===== src/hdl/raff_pkg.sv =====
// shared types and constants of the rectangle affine transformer
// mode codes, decoded ops, register indexes and interface structs; no dependencies
`default_nettype none

package raff_pkg;

   localparam int CORNERS     = 4;
   localparam int OUT_WIDTH   = 32;
   localparam int FRAC_BITS   = 30;
   localparam int COEF_WIDTH  = 33;
   localparam int LO_WIDTH    = 64;
   localparam int QUEUE_DEPTH = 2;
   localparam int CSR_IDX_W   = 3;

   // request mode codes
   localparam logic [3:0] MODE_LOAD    = 4'd0;
   localparam logic [3:0] MODE_UP      = 4'd1;
   localparam logic [3:0] MODE_DOWN    = 4'd2;
   localparam logic [3:0] MODE_LEFT    = 4'd3;
   localparam logic [3:0] MODE_RIGHT   = 4'd4;
   localparam logic [3:0] MODE_GROW    = 4'd5;
   localparam logic [3:0] MODE_SHRINK  = 4'd6;
   localparam logic [3:0] MODE_ROT_POS = 4'd7;
   localparam logic [3:0] MODE_ROT_NEG = 4'd8;

   // register indexes
   localparam logic [CSR_IDX_W-1:0] CSR_MOVE_STEP     = 3'd0;
   localparam logic [CSR_IDX_W-1:0] CSR_GROW_FACTOR   = 3'd1;
   localparam logic [CSR_IDX_W-1:0] CSR_SHRINK_FACTOR = 3'd2;
   localparam logic [CSR_IDX_W-1:0] CSR_ROT_COSINE    = 3'd3;
   localparam logic [CSR_IDX_W-1:0] CSR_ROT_SINE      = 3'd4;

   localparam logic [30:0]        RST_MOVE_STEP     = 31'd65536;
   localparam logic [30:0]        RST_GROW_FACTOR   = 31'd1074815566;
   localparam logic [30:0]        RST_SHRINK_FACTOR = 31'd1072668082;
   localparam logic signed [31:0] RST_ROT_COSINE    = 32'sd1073740189;
   localparam logic signed [31:0] RST_ROT_SINE      = 32'sd1874032;

   typedef enum logic [3:0] {
      OP_LOAD,
      OP_UP,
      OP_DOWN,
      OP_LEFT,
      OP_RIGHT,
      OP_GROW,
      OP_SHRINK,
      OP_ROT_POS,
      OP_ROT_NEG,
      OP_HOLD
   } op_type;

   typedef enum logic [2:0] {
      PH_IDLE,
      PH_DELTA,
      PH_MULT,
      PH_SUM,
      PH_WRITE
   } phase_type;

   typedef struct packed {
      logic [30:0]        move_step;
      logic [30:0]        grow_factor;
      logic [30:0]        shrink_factor;
      logic signed [31:0] rot_cosine;
      logic signed [31:0] rot_sine;
   } cfg_type;

   typedef struct packed {
      op_type             op;
      logic signed [31:0] origin_x;
      logic signed [31:0] origin_y;
      logic [30:0]        rect_width;
      logic [30:0]        rect_height;
   } entry_type;

   typedef struct packed {
      logic      valid;
      entry_type entry;
   } head_type;

   typedef struct packed {
      logic pop;
      logic busy;
      logic finish;
   } bk_ctl_type;

   typedef struct packed {
      logic [CORNERS-1:0][OUT_WIDTH-1:0] x;
      logic [CORNERS-1:0][OUT_WIDTH-1:0] y;
      logic                              saturated;
   } rsp_type;

endpackage

`default_nettype wire


===== src/hdl/raff_front.sv =====
// front end: takes request beats, decodes the mode and queues the decoded entries
// depends on raff_pkg
`default_nettype none

module raff_front (
   input  wire logic                 clock,
   input  wire logic                 reset,
   input  wire logic                 req_valid,
   output logic                      req_ready,
   input  wire logic [3:0]           req_mode,
   input  wire logic signed [31:0]   req_origin_x,
   input  wire logic signed [31:0]   req_origin_y,
   input  wire logic [30:0]          req_rect_width,
   input  wire logic [30:0]          req_rect_height,
   input  wire logic                 pop,
   output raff_pkg::head_type        head
);

   localparam int PTRW = (raff_pkg::QUEUE_DEPTH > 1) ? $clog2(raff_pkg::QUEUE_DEPTH) : 1;
   localparam int CNTW = $clog2(raff_pkg::QUEUE_DEPTH + 1);
   localparam logic [PTRW-1:0] LAST_PTR = PTRW'(raff_pkg::QUEUE_DEPTH - 1);
   localparam logic [CNTW-1:0] FULL_CNT = CNTW'(raff_pkg::QUEUE_DEPTH);

   raff_pkg::entry_type queue_ff [raff_pkg::QUEUE_DEPTH];
   raff_pkg::entry_type new_entry;
   logic [PTRW-1:0]     wr_ptr_ff, wr_ptr_in;
   logic [PTRW-1:0]     rd_ptr_ff, rd_ptr_in;
   logic [CNTW-1:0]     count_ff, count_in;
   logic                push;

   always_comb begin
      new_entry.origin_x    = req_origin_x;
      new_entry.origin_y    = req_origin_y;
      new_entry.rect_width  = req_rect_width;
      new_entry.rect_height = req_rect_height;
      case (req_mode)
         raff_pkg::MODE_LOAD:    new_entry.op = raff_pkg::OP_LOAD;
         raff_pkg::MODE_UP:      new_entry.op = raff_pkg::OP_UP;
         raff_pkg::MODE_DOWN:    new_entry.op = raff_pkg::OP_DOWN;
         raff_pkg::MODE_LEFT:    new_entry.op = raff_pkg::OP_LEFT;
         raff_pkg::MODE_RIGHT:   new_entry.op = raff_pkg::OP_RIGHT;
         raff_pkg::MODE_GROW:    new_entry.op = raff_pkg::OP_GROW;
         raff_pkg::MODE_SHRINK:  new_entry.op = raff_pkg::OP_SHRINK;
         raff_pkg::MODE_ROT_POS: new_entry.op = raff_pkg::OP_ROT_POS;
         raff_pkg::MODE_ROT_NEG: new_entry.op = raff_pkg::OP_ROT_NEG;
         default:                new_entry.op = raff_pkg::OP_HOLD;
      endcase
   end

   assign req_ready  = (count_ff != FULL_CNT);
   assign push       = req_valid && req_ready;
   assign head.valid = (count_ff != '0);
   assign head.entry = queue_ff[rd_ptr_ff];

   always_comb begin
      wr_ptr_in = wr_ptr_ff;
      rd_ptr_in = rd_ptr_ff;
      count_in  = count_ff;
      if (push) begin
         wr_ptr_in = (wr_ptr_ff == LAST_PTR) ? '0 : wr_ptr_ff + 1'b1;
      end
      if (pop) begin
         rd_ptr_in = (rd_ptr_ff == LAST_PTR) ? '0 : rd_ptr_ff + 1'b1;
      end
      if (push && !pop) begin
         count_in = count_ff + 1'b1;
      end else if (pop && !push) begin
         count_in = count_ff - 1'b1;
      end
   end

   always_ff @(posedge clock) begin
      if (reset) begin
         wr_ptr_ff <= '0;
         rd_ptr_ff <= '0;
         count_ff  <= '0;
      end else begin
         wr_ptr_ff <= wr_ptr_in;
         rd_ptr_ff <= rd_ptr_in;
         count_ff  <= count_in;
      end
   end

   always_ff @(posedge clock) begin
      if (push) begin
         queue_ff[wr_ptr_ff] <= new_entry;
      end
   end

endmodule

`default_nettype wire


===== config.mk =====
export PLATFORM = sky130hd
export DESIGN_NAME = raff_front
export DESIGN_NICKNAME = d
export VERILOG_FILES = /design/src/hdl/raff_pkg.sv /design/src/hdl/raff_front.sv
export SDC_FILE = /design/constraint.sdc
export NUM_CORES = 1
export LEC_CHECK = 0
export ABC_AREA = 1
export BUFFER_PORTS_ARGS = -buffer_cell sky130_fd_sc_hd__buf_2
export CORE_ASPECT_RATIO = 0.8
export CORE_MARGIN = 10
export CORE_UTILIZATION = 26
export CTS_CLUSTER_DIAMETER = 100
export DETAILED_ROUTE_END_ITERATION = 10
export SLEW_MARGIN = 25
export SYNTH_ARGS = -nofsm -noshare
export SYNTH_HDL_FRONTEND = slang
export SYNTH_SLANG_ARGS = --single-unit

===== constraint.sdc =====
create_clock -name clock -period 11.35 [get_ports clock]
set_clock_uncertainty 0.1 [all_clocks]
set_input_delay 0.5675 -clock clock [delete_from_list [all_inputs] [get_ports clock]]
set_output_delay 0.5675 -clock clock [all_outputs]
set_load 0.01 [all_outputs]

==> metrics.txt <==
outcome=completed; via count=5041; Setup Fix Bufs, Post-CTS=0; worst reg2reg path startpoint=count_ff[0]$_SDFFE_PP0P_; Initial Utilization=0.262; row count=63; Max Fclk=329 MHz; Clk pwr share=0.385; latest clock arrival within the worst-skew pair=0.53 ns; Nets=868; Final ANT Viol Nets=0; Final Hold Violating Endpoints=0; worst vdd ir=121 uV; maxcap violations=0; drt via density=4.06; CTS buffer count=28; Residual DRC=0; CP cell instances=buf_4, mux2_2, buf_2; register area share after synthesis=0.818; CTS root buffer=clkbuf_16; first-pass GRT wire length=32600 um; ant diodes=0; wirelength, routed=21800 um; Clock Sinks=265; DP HPWL=14900 um; Worst-path clk slew=0.06 ns; P_int=0.00184 W; Hold Crit Class=input pin to flop; unrepaired setup endpoints after global routing=no; P_leak=4.59 nW; Warnings, synthesis=0; IO buf count=265; Switching Share=0.229; max incr delay on CP=0.65 ns; Register-to-Register Path Depth=5; proportion of layout cells with a drive suffix above 1=0.591; Setup Total Neg Slack=0 ns; GRT overflow=0; syn_nets=581; final period utilization=0.268; Pwr Density=191 nW/um^2; register share of total power=0.498; critical path endpoint=head[77]; Synth Register Bits=265; synthesized area=9670 um^2; Die Span Y=192 um; cts repair resizes=0; unique cell type count in the Yosys netlist=15; Fillers=3585; Slew Viols, Final=0; critical path launch point type=flop; top cell family by delay on the critical path=buffers and inverters; Placer Congestion=0.689; Final Setup Violations=0; clock buffer depth=3; reg2reg setup slack=9.00 ns; CP arrival=2.37 ns; CTS Hold Bufs=0; Initial DRC Count=185; CP Capture Type=output port; Area Overhead vs Synth=29.0%; Worst EP required=10.68 ns; worst r2r dst=queue_ff[1][106]$_DFFE_PP_; number of global-route vias before repair=5485; total power=0.00238 W; pre-CTS setup slack=8.79 ns; Slew Limit Headroom=0.391; CP Buf/Inv Count=2; router iterations before antenna repair=4; syn avg cell area=21.7 um^2; largest net degree at the start of global routing=63; placed cells=1190; number of placed I/O pins=266; antenna violations before repair=1; CTS tree=built; min Tclk post-route=3.04 ns; final worst slack=8.31 ns; worst setup path class=flop to output port; H-Tree Depth=1; Core Footprint=36900 um^2; full die area=45300 um^2; Combinational Power Share=0.118; Slowest cell on crit path=buf_4; Horiz. Die Dim=236 um; Levels on crit path=3; gr usage total=0.0909; worst slew pin tran=0.913 ns; Non-Filler Instances=1242; sw power=0.000546 W; Syn Inst Count=446; crit path max fanout=58; wire length per cell=17.6 um
==> logic make-up after synthesis <==
logic type               count (synthesis)  share of synthesized area
AO/OA/AOI/OAI                            4                    0.00207
XOR/XNOR                                 1                   0.000906
adder cells (fa/ha/maj)                  1                    0.00129
buffers and inverters                   26                     0.0186
flip-flops                             265                      0.818
multiplexers                           130                      0.151
AND/OR/NAND/NOR                         19                    0.00776
==> cells in the mapped netlist (all sizes together) <==
cell type | instances | area (um^2)
a21oi | 1 | 5.00
buf | 14 | 135
dfxtp | 5 | 100
edfxtp | 260 | 7810
ha | 1 | 12.5
inv | 12 | 45.0
mux2 | 130 | 1460
nand2 | 8 | 30.0
nand3 | 1 | 5.00
nand4 | 1 | 6.26
nor2 | 9 | 33.8
o21ai | 3 | 15.0
xnor2 | 1 | 8.76
==> metal layers <==
metal	global-route usage	part of all wire	vias up
li1	-	-	2325
met3	0.0397	0.086	40
met5	0	0.00060	-
met2	0.144	0.46	183
met1	0.112	0.43	2491
met4	0.0236	0.023	2
==> registers in the layout, summed over array words and instances (netlist names), named ones only <==
signal,flops
queue_ff,260
count_ff,2
wr_ptr_ff,1
rd_ptr_ff,1
==> worst min-delay path by stage <==
stage	endpoint	slack (ns)	startpoint	depth (start not counted)
2_1_floorplan	wr_ptr_ff$_SDFFE_PP0N_	0.38	wr_ptr_ff$_SDFFE_PP0N_	2
3_3_place_gp	rd_ptr_ff$_SDFFE_PP0P_	0.39	rd_ptr_ff$_SDFFE_PP0P_	2
3_5_place_dp	rd_ptr_ff$_SDFFE_PP0P_	0.41	rd_ptr_ff$_SDFFE_PP0P_	2
4_1_cts	queue_ff[0][68]$_DFFE_PP_	0.07	req_origin_y[6]	1
5_1_grt	queue_ff[0][69]$_DFFE_PP_	0.07	req_origin_y[7]	1
6_report	queue_ff[0][68]$_DFFE_PP_	0.11	req_origin_y[6]	1
==> cell usage in the layout, fill, tap and decap left out, types with 2 or more instances in the layout <==
| master | instances |
|---|---|
| clkbuf_8 | 2 |
| nor2_1 | 7 |
| clkinvlp_4 | 3 |
| nor2_4 | 2 |
| clkbuf_1 | 7 |
| buf_2 | 265 |
| buf_4 | 6 |
| mux2_2 | 130 |
| clkinv_1 | 3 |
| inv_1 | 12 |
| dfxtp_1 | 4 |
| clkbuf_16 | 29 |
| o21ai_0 | 3 |
| clkinv_4 | 2 |
| clkinv_2 | 3 |
| edfxtp_1 | 260 |
| nand2_1 | 8 |
| bufinv_16 | 3 |
==> per-stage QoR <==
step / cell area [um^2] / hold slack (ns) / util
3_5_place_dp: 11500 / 0.407 / 0.313
4_1_cts: 12500 / 0.0681 / 0.338
2_1_floorplan: 9670 / 0.375 / -
3_3_place_gp: 11500 / 0.394 / 0.313
6_report: 12500 / 0.108 / 0.338
5_1_grt: 12500 / 0.0723 / 0.338
==> area by class of cell <==
| type | instances | area [um^2] | share of cell area |
|---|---|---|---|
| Sequential cell | 265 | 7910 | 0.635 |
| Multi-Input combinational cell | 155 | 1600 | 0.128 |
| Timing Repair Buffer | 271 | 1370 | 0.110 |
| Clock buffer | 38 | 779 | 0.0625 |
| Tap cell | 487 | 609 | 0.0489 |
| Clock inverter | 14 | 156 | 0.0125 |
| Inverter | 12 | 45.0 | 0.00361 |
==> power groups by stage <==
stage | clock [W] | combinational [W] | sequential (W)
final | 0.000917 | 0.000280 | 0.00119
after global routing | 0.000993 | 0.000308 | 0.00119
after CTS | 0.000948 | 0.000290 | 0.00119
after detailed placement | 0 | 0.000288 | 0.00121
after global placement | 0 | 0.000286 | 0.00120
after floorplan | 0 | 0.000164 | 0.00122
No activity file was read; power rests on OpenSTA's default activity.
